**config.mk**
```make
export PLATFORM = sky130hd
export DESIGN_NAME = spi_sensor_frame_codec_crc8_flat
export DESIGN_NICKNAME = d
export VERILOG_FILES = /design/src/sfcodec_pkg.sv /design/src/sfcodec_if.sv /design/src/spi_sensor_frame_codec_crc8.sv /design/src/flat_wrapper.sv
export SDC_FILE = /design/constraint.sdc
export NUM_CORES = 1
export LEC_CHECK = 0
export BUFFER_PORTS_ARGS = -buffer_cell sky130_fd_sc_hd__buf_4
export CORE_MARGIN = 5
export CORE_UTILIZATION = 50
export CTS_CLUSTER_DIAMETER = 100
export DETAILED_ROUTE_END_ITERATION = 10
export GPL_TIMING_DRIVEN = 0
export MAX_ROUTING_LAYER = met4
export PLACE_DENSITY = 0.83
export SLEW_MARGIN = 20
export SYNTH_ARGS = -nofsm -noshare
export SYNTH_HDL_FRONTEND = slang
export SYNTH_SLANG_ARGS = --single-unit
```
**constraint.sdc**
```tcl
create_clock -name clk_i -period 8.4 [get_ports clk_i]
set_input_delay 0.42 -clock clk_i [delete_from_list [all_inputs] [get_ports clk_i]]
set_output_delay 0.42 -clock clk_i [all_outputs]
set_load 0.05 [all_outputs]
```
**src/sfcodec_pkg.sv**
```systemverilog
`timescale 1ns / 1ps

package sfcodec_pkg;

  localparam int FrameWidth  = 32;
  localparam int DataWidth   = 16;
  localparam int RegAddrWidth = 5;
  localparam int StatusWidth = 2;
  localparam int CrcWidth    = 8;
  localparam int OutcomeWidth = 2;

  // apb side: one 32-bit register at byte address 0
  localparam int PaddrWidth = 3;
  localparam int PdataWidth = 32;

  localparam logic [CrcWidth-1:0]    CrcPoly      = 8'h1d;
  localparam logic [CrcWidth-1:0]    CrcSeedReset = 8'hff;
  localparam logic [StatusWidth-1:0] StatusError  = 2'd3;
  localparam logic [CrcWidth-1:0]    WriteFlag    = 8'h80;

  // register index (word address)
  localparam logic [PaddrWidth-3:0] RegCrcSeed = '0;

  typedef enum logic [OutcomeWidth-1:0] {
    OutcomeOk     = 2'd0,
    OutcomeCrcErr = 2'd1,
    OutcomeDevErr = 2'd2
  } outcome_e;

  // one byte through the msb-first crc-8 register
  function automatic logic [CrcWidth-1:0] crc_byte(
    input logic [CrcWidth-1:0] crc,
    input logic [7:0]          data
  );
    logic [CrcWidth-1:0] c;
    c = crc ^ data;
    for (int b = 0; b < 8; b++) begin
      if (c[CrcWidth-1]) begin
        c = {c[CrcWidth-2:0], 1'b0} ^ CrcPoly;
      end else begin
        c = {c[CrcWidth-2:0], 1'b0};
      end
    end
    return c;
  endfunction

  // inverted crc over bytes 0..2 of a frame
  function automatic logic [CrcWidth-1:0] frame_crc(
    input logic [CrcWidth-1:0]   seed,
    input logic [FrameWidth-1:0] frame
  );
    logic [CrcWidth-1:0] c;
    c = crc_byte(seed, frame[31:24]);
    c = crc_byte(c, frame[23:16]);
    c = crc_byte(c, frame[15:8]);
    return ~c;
  endfunction

endpackage

```
**src/sfcodec_if.sv**
```systemverilog
`timescale 1ns / 1ps

// input channel: one request or response per beat
interface sfcodec_in_if;
  logic                                 valid;
  logic                                 ready;
  logic                                 func;
  logic                                 write_op;
  logic [sfcodec_pkg::RegAddrWidth-1:0] reg_addr;
  logic [sfcodec_pkg::DataWidth-1:0]    write_data;
  logic [sfcodec_pkg::FrameWidth-1:0]   response_frame;

  modport source (
    output valid, func, write_op, reg_addr, write_data, response_frame,
    input  ready
  );
  modport sink (
    input  valid, func, write_op, reg_addr, write_data, response_frame,
    output ready
  );
endinterface

// output channel: one result per beat
interface sfcodec_out_if;
  logic                                 valid;
  logic                                 ready;
  logic [sfcodec_pkg::FrameWidth-1:0]   request_frame;
  logic signed [sfcodec_pkg::DataWidth-1:0] read_value;
  logic [sfcodec_pkg::StatusWidth-1:0]  return_status;
  logic [sfcodec_pkg::OutcomeWidth-1:0] outcome;

  modport source (
    output valid, request_frame, read_value, return_status, outcome,
    input  ready
  );
  modport sink (
    input  valid, request_frame, read_value, return_status, outcome,
    output ready
  );
endinterface

```
**src/spi_sensor_frame_codec_crc8.sv**
```systemverilog
// SPI sensor frame codec with inverted crc-8 (polynomial 0x1d, msb first).
// Each input beat is either a request to build (func 0) or a received
// response to check (func 1). A request frame carries the write bit in bit
// 31, the register address in bits 30..26, the big-endian write data in bits
// 23..8 (zero for reads) and the inverted crc over the top three bytes in
// bits 7..0. A response check returns the data bytes as a signed value, the
// two status bits from byte 0, and an outcome: ok, crc mismatch (which wins)
// or device error (status 3). Unused result fields read as zero. The crc seed
// is an apb register at byte address 0 (reset 0xff); write it only while the
// block is empty. An input beat passes through one input register, then the
// whole crc xor tree and frame mux in a single combinational pass into the
// result register. A new beat is taken every cycle as long as the output
// side keeps up; stalls ripple back through the two register stages.
`timescale 1ns / 1ps

module spi_sensor_frame_codec_crc8 (
  input  logic                                  clk_i,
  input  logic                                  rst_ni,
  // apb config port
  input  logic                                  psel,
  input  logic                                  penable,
  input  logic                                  pwrite,
  input  logic [sfcodec_pkg::PaddrWidth-1:0]    paddr,
  input  logic [sfcodec_pkg::PdataWidth-1:0]    pwdata,
  output logic [sfcodec_pkg::PdataWidth-1:0]    prdata,
  output logic                                  pready,
  // data channels
  sfcodec_in_if.sink                            in_ch,
  sfcodec_out_if.source                         out_ch
);
  import sfcodec_pkg::*;

  // config register
  logic [CrcWidth-1:0] crc_seed_q;
  logic                cfg_wr;
  logic                reg_hit;

  assign pready  = 1'b1;
  assign reg_hit = (paddr[PaddrWidth-1:2] == RegCrcSeed);
  assign cfg_wr  = psel && penable && pwrite && pready && reg_hit;

  always_ff @(posedge clk_i or negedge rst_ni) begin
    if (!rst_ni) begin
      crc_seed_q <= CrcSeedReset;
    end else if (cfg_wr) begin
      crc_seed_q <= pwdata[CrcWidth-1:0];
    end
  end

  always_comb begin
    prdata = '0;
    if (reg_hit) begin
      prdata = {{(PdataWidth-CrcWidth){1'b0}}, crc_seed_q};
    end
  end

  // handshake: stage 1 is the input register, stage 2 the result register
  logic s1_valid_q;
  logic out_valid_q;
  logic out_free;
  logic s1_adv;
  logic in_take;

  assign out_free = !out_valid_q || out_ch.ready;
  assign s1_adv   = s1_valid_q && out_free;
  assign in_ch.ready = !s1_valid_q || out_free;
  assign in_take  = in_ch.valid && in_ch.ready;

  always_ff @(posedge clk_i or negedge rst_ni) begin
    if (!rst_ni) begin
      s1_valid_q  <= 1'b0;
      out_valid_q <= 1'b0;
    end else begin
      if (in_ch.ready) begin
        s1_valid_q <= in_ch.valid;
      end
      if (out_free) begin
        out_valid_q <= s1_valid_q;
      end
    end
  end

  // input register payload, no reset needed
  logic                    func_q;
  logic                    write_op_q;
  logic [RegAddrWidth-1:0] reg_addr_q;
  logic [DataWidth-1:0]    write_data_q;
  logic [FrameWidth-1:0]   resp_q;

  always_ff @(posedge clk_i) begin
    if (in_take) begin
      func_q       <= in_ch.func;
      write_op_q   <= in_ch.write_op;
      reg_addr_q   <= in_ch.reg_addr;
      write_data_q <= in_ch.write_data;
      resp_q       <= in_ch.response_frame;
    end
  end

  // single pass: build or check
  logic [7:0]             req_b0;
  logic [DataWidth-1:0]   req_data;
  logic [FrameWidth-1:0]  req_body;
  logic [FrameWidth-1:0]  crc_src;
  logic [CrcWidth-1:0]    crc_calc;
  logic [StatusWidth-1:0] rsp_status;
  logic                   crc_bad;
  outcome_e               rsp_outcome;

  logic [FrameWidth-1:0]   request_frame_d, request_frame_q;
  logic [DataWidth-1:0]    read_value_d,    read_value_q;
  logic [StatusWidth-1:0]  return_status_d, return_status_q;
  outcome_e                outcome_d,       outcome_q;

  assign req_b0   = (write_op_q ? WriteFlag : 8'h00) | {1'b0, reg_addr_q, 2'b00};
  assign req_data = write_op_q ? write_data_q : '0;
  assign req_body = {req_b0, req_data, 8'h00};

  // one crc tree shared by both directions
  assign crc_src  = func_q ? resp_q : req_body;
  assign crc_calc = frame_crc(crc_seed_q, crc_src);

  assign rsp_status = resp_q[24 +: StatusWidth];
  assign crc_bad    = (crc_calc != resp_q[CrcWidth-1:0]);

  always_comb begin
    if (crc_bad) begin
      rsp_outcome = OutcomeCrcErr;
    end else if (rsp_status == StatusError) begin
      rsp_outcome = OutcomeDevErr;
    end else begin
      rsp_outcome = OutcomeOk;
    end
  end

  always_comb begin
    if (func_q) begin
      request_frame_d = '0;
      read_value_d    = resp_q[8 +: DataWidth];
      return_status_d = rsp_status;
      outcome_d       = rsp_outcome;
    end else begin
      request_frame_d = req_body | {{(FrameWidth-CrcWidth){1'b0}}, crc_calc};
      read_value_d    = '0;
      return_status_d = '0;
      outcome_d       = OutcomeOk;
    end
  end

  always_ff @(posedge clk_i) begin
    if (s1_adv) begin
      request_frame_q <= request_frame_d;
      read_value_q    <= read_value_d;
      return_status_q <= return_status_d;
      outcome_q       <= outcome_d;
    end
  end

  assign out_ch.valid         = out_valid_q;
  assign out_ch.request_frame = request_frame_q;
  assign out_ch.read_value    = read_value_q;
  assign out_ch.return_status = return_status_q;
  assign out_ch.outcome       = outcome_q;

  // checks

  // device error is only reported for status 3
  a_dev_err_status: assert property (@(posedge clk_i) disable iff (!rst_ni)
    (out_valid_q && outcome_q == OutcomeDevErr) |-> (return_status_q == StatusError))
    else $error("device error outcome without error status");

  // a failed response result never carries a request frame
  a_resp_no_frame: assert property (@(posedge clk_i) disable iff (!rst_ni)
    (out_valid_q && outcome_q != OutcomeOk) |-> (request_frame_q == '0))
    else $error("request frame set on a failed response");

  // a beat leaving stage 1 shows up in the result register next cycle
  a_s1_to_out: assert property (@(posedge clk_i) disable iff (!rst_ni)
    s1_adv |=> out_valid_q)
    else $error("stage 1 beat lost");

  // input stalls only when both stages hold a blocked beat
  a_stall_cause: assert property (@(posedge clk_i) disable iff (!rst_ni)
    !in_ch.ready |-> (s1_valid_q && out_valid_q && !out_ch.ready))
    else $error("input stalled without a full pipeline");

endmodule
```
**src/flat_wrapper.sv**
```systemverilog
// flat-port wrapper written by rule: the top's interface ports become plain ports
module spi_sensor_frame_codec_crc8_flat import sfcodec_pkg::*;
  (clk_i, rst_ni, psel, penable, pwrite, paddr, pwdata, prdata, pready, in_ch_valid, in_ch_func, in_ch_write_op, in_ch_reg_addr, in_ch_write_data, in_ch_response_frame, in_ch_ready, out_ch_valid, out_ch_request_frame, out_ch_read_value, out_ch_return_status, out_ch_outcome, out_ch_ready);
  sfcodec_in_if in_ch_i ();
  sfcodec_out_if out_ch_i ();
  input  logic clk_i;
  input  logic rst_ni;
  input  logic psel;
  input  logic penable;
  input  logic pwrite;
  input  logic [sfcodec_pkg::PaddrWidth-1:0] paddr;
  input  logic [sfcodec_pkg::PdataWidth-1:0] pwdata;
  output logic [sfcodec_pkg::PdataWidth-1:0] prdata;
  output logic pready;
  input wire logic [$bits(in_ch_i.valid)-1:0] in_ch_valid;
  input wire logic [$bits(in_ch_i.func)-1:0] in_ch_func;
  input wire logic [$bits(in_ch_i.write_op)-1:0] in_ch_write_op;
  input wire logic [$bits(in_ch_i.reg_addr)-1:0] in_ch_reg_addr;
  input wire logic [$bits(in_ch_i.write_data)-1:0] in_ch_write_data;
  input wire logic [$bits(in_ch_i.response_frame)-1:0] in_ch_response_frame;
  output wire logic [$bits(in_ch_i.ready)-1:0] in_ch_ready;
  output wire logic [$bits(out_ch_i.valid)-1:0] out_ch_valid;
  output wire logic [$bits(out_ch_i.request_frame)-1:0] out_ch_request_frame;
  output wire logic [$bits(out_ch_i.read_value)-1:0] out_ch_read_value;
  output wire logic [$bits(out_ch_i.return_status)-1:0] out_ch_return_status;
  output wire logic [$bits(out_ch_i.outcome)-1:0] out_ch_outcome;
  input wire logic [$bits(out_ch_i.ready)-1:0] out_ch_ready;
  assign in_ch_i.valid = in_ch_valid;
  assign in_ch_i.func = in_ch_func;
  assign in_ch_i.write_op = in_ch_write_op;
  assign in_ch_i.reg_addr = in_ch_reg_addr;
  assign in_ch_i.write_data = in_ch_write_data;
  assign in_ch_i.response_frame = in_ch_response_frame;
  assign in_ch_ready = in_ch_i.ready;
  assign out_ch_valid = out_ch_i.valid;
  assign out_ch_request_frame = out_ch_i.request_frame;
  assign out_ch_read_value = out_ch_i.read_value;
  assign out_ch_return_status = out_ch_i.return_status;
  assign out_ch_outcome = out_ch_i.outcome;
  assign out_ch_i.ready = out_ch_ready;
  spi_sensor_frame_codec_crc8 u_core (.clk_i(clk_i), .rst_ni(rst_ni), .psel(psel), .penable(penable), .pwrite(pwrite), .paddr(paddr), .pwdata(pwdata), .prdata(prdata), .pready(pready), .in_ch(in_ch_i), .out_ch(out_ch_i));
endmodule
```
==> out/results.tsv <==
stage	metric	value	unit
route	vias	3176	
route	drc	0	
cts	cts_buffers	17	
place	dp_slack	4.84	ns
timing	rsz0062_at_grt	no	
route	vias_per_cell	4.73	
cells_and_area	drive_above_1_share	41.1	%
setup_path	arrival	3.80	ns
route	ant_nets	0	
floorplan	coreArea	0.0107	mm²
timing	hold_viol	0	
synthesis	synth_top_cell_by_area	edfxtp_1	
global_route	track_usage	18.7	%
global_route	grt_max_degree	56	
floorplan	die_w	114	µm
global_route	overflow	0	
setup_path	crit_type	flip-flop to flip-flop	
run_status	status	finished, final reports clean	
pwr	p_per_area	437	mW/mm²
synthesis	synth_flop_cell	edfxtp_1	
synthesis	synth_top_area_share	58.3	%
synthesis	syn_avg_cell_area	15.8	µm²
cells_and_area	regArea	0.00341	mm²
setup_path	path_max_fanout	10	
cts	htree_num_levels	4	
synthesis	netlist_instances	343	
cells_and_area	design_area	0.00726	mm²
timing	fin_skew	0.00854	ns
timing	max_freq	0.280	GHz
timing	slew_headroom	50.2	%
cells_and_area	layout_commonest_cell	buf_4	
timing	layout_setup_ws	4.83	ns
flow_run	maxCapViolations	0	
synthesis	syn_area	0.00541	mm²
cts	cts.sinks	115	
route	drt_iter0_drc	136	
route	wl_per_cell	16.8	µm
timing	setup_tns	0	ns
cells_and_area	n_antenna_cell	0	
timing	worst_pin_slew	0.747	ns
cts	cts.path.max_buffers	2	
cts	clkLatencyLatePin	0.51	ns
timing	slew_violations	0	
worst_hold_path	hold_path.class	input port to flip-flop	
route	drt_pass1_iterations	4	
timing	setup_viol	0	
synthesis	ys_seq_elements	115	
pwr	p_leak	3.10	nW
floorplan	num_io_pins	184	
route	wirelength	11300	µm
setup_path	required	8.63	ns
global_route	antenna_found_initial	0	
cts	cts_tree	done	
cells_and_area	fillCellCount	746	
global_route	grt_pass1_vias	3368	
pwr	peakVddDrop	0.000314	V
synthesis	synth_edf_count	105	
cells_and_area	layoutNonFillerInstCount	671	
place	port_buffers	130	
timing	post-route-period-util	42.5	%
floorplan	chipHeight	114	µm
timing	timing.final.crit_period	3.57	ns
synthesis	ys_seq_area_share	63.1	%
cts	clk_pin_slew	0.05	ns
setup_path	cp-start-kind	flip-flop	
place	hpwlAfterDp	8350	µm
cells_and_area	layout_common_cells	157 x buf_4, 105 x edfxtp_1, 35 x and2_1, 32 x xnor2_1, 27 x conb_1	
cts	cts_resized	0	
synthesis	yosys-top-cells-area	edfxtp_1 58%, xnor2_1 5.2%, and2_1 4.3%, xnor3_1 4.2%, dfstp_2 3.9%	
synthesis	synthDistinctLibCells	41	
place	gp_congestion	0.827	
place	post_dp_cell_area	0.00666	mm²
cts	cts_setup_buffers	0	
cells_and_area	multi_input_area	0.00185	mm²
cells_and_area	nets	615	
cells_and_area	syn2layout_area_growth	34.2	%
floorplan	initial_utilization	50.5	%
synthesis	yosys_warnings	0	
place	dpl.cell_count	638	
floorplan	die_area	0.0130	mm²
global_route	grt_pass1_wl	17500	µm
synthesis	async_flop_share	8.70	%
floorplan	rows	38	
setup_path	end_kind	flip-flop	
cts	root_buffer	clkbuf_8	
[area by class of cell]
class | instances | share of cell area [%]
multi-input cells | 218 | 25.5
clock inverters | 12 | 2.24
plain buffers | 34 | 3.28
flip-flops and latches | 115 | 47.0
clock buffers | 20 | 5.86
well taps | 140 | 2.41
inverters | 1 | 0.0517
repair buffers | 131 | 13.6
[power breakdown]
group / internal, W / leakage, nW / switching (W)
Clock: 0.000476 / 0.285 / 0.000236
Sequential: 0.000742 / 1.13 / 0.0000334
Combinational: 0.000846 / 1.68 / 0.000838
Total: 0.00206 / 3.10 / 0.00111
[cells in the mapped netlist (2+ instances only)]
cell and count:
a21oi_1 5, a21oi_2 2, a22oi_1 4, a31oi_1 2, and2_1 37, buf_4 27, clkbuf_1 4, conb_1 2
dfrtp_1 2, dfstp_2 8, edfxtp_1 105, mux2_2 8, mux2i_1 6, nand2b_1 3, nor2_1 15, nor2b_1 14
xnor2_1 32, xnor2_2 7, xnor3_1 10, xnor3_2 4, xor2_1 24, xor3_1 3
[per-stage QoR]
| step | hold WS (ns) | util [%] | total power (W) |
|---|---|---|---|
| finish | 0.0847 | 67.8 | 0.00317 |
| global route | 0.0517 | 67.8 | 0.00335 |
| CTS | 0.0606 | 67.8 | 0.00319 |
| detailed placement | 0.256 | 62.2 | 0.00246 |
| global placement | 0.247 | 62.2 | 0.00242 |
| floorplan | 0.124 | - | 0.00218 |
[path summary, 6_finish.rpt]
kind / from / end / slack (ns) / depth (start not counted)
min in group asynchronous: rst_ni / u_core.out_ch.valid / 0.28 / 2
worst min register to register: u_core.s1_valid_q / u_core.out_ch.valid / 0.51 / 1
worst min-delay path: in_ch_response_frame[25] / u_core.resp_q[25] / 0.08 / 1
worst max-delay path: u_core.func_q / u_core.out_ch.outcome[0] / 4.83 / 10
max in group asynchronous: rst_ni / u_core.crc_seed_q[1] / 7.90 / 2
worst max register to register: u_core.func_q / u_core.out_ch.outcome[0] / 4.83 / 10
[sequential cells by signal (all words and copies together) (netlist names), 2 cells and up]
signal / cells
u_core.crc_seed_q: 8
u_core.out_ch.outcome: 2
u_core.out_ch.read_value: 16
u_core.out_ch.request_frame: 30
u_core.out_ch.return_status: 2
u_core.reg_addr_q: 5
u_core.resp_q: 32
u_core.write_data_q: 16
[kinds of logic after synthesis]
group / share of synthesized area, %
AOI/OAI and AO/OA: 1.99
muxes: 3.03
and+or+nand+nor: 8.54
xor gates and xnor gates: 18.7
DFF: 63.1
other: 0.139
buffers and inverters: 4.47
[worst max-delay path: stages (launching register included)]
cell and delay [ns]:
edfxtp_1 0.40, buf_6 0.18, buf_2 0.26, a21oi_1 0.12, xnor2_1 0.45, xnor3_1 0.58
xnor3_2 0.48, xnor2_1 0.17, or3_1 0.37, a21oi_2 0.17, a31oi_1 0.10
[per-layer routing]
metal	vias up	routed length (µm)	GRT usage (%)
li1	1514	-	-
met1	1523	4440	22.4
met2	131	5900	31.4
met3	8	857	5.41
met4	0	57	4.75
met5	-	0	-
[timing repair]
| item | CTS | global route |
|---|---|---|
| hold endpoints to repair | 10 | 0 |
| endpoints found under the setup margin | 0 | 0 |
| hold buffers | 1 | 0 |
(Power assumes the default switching activity.)
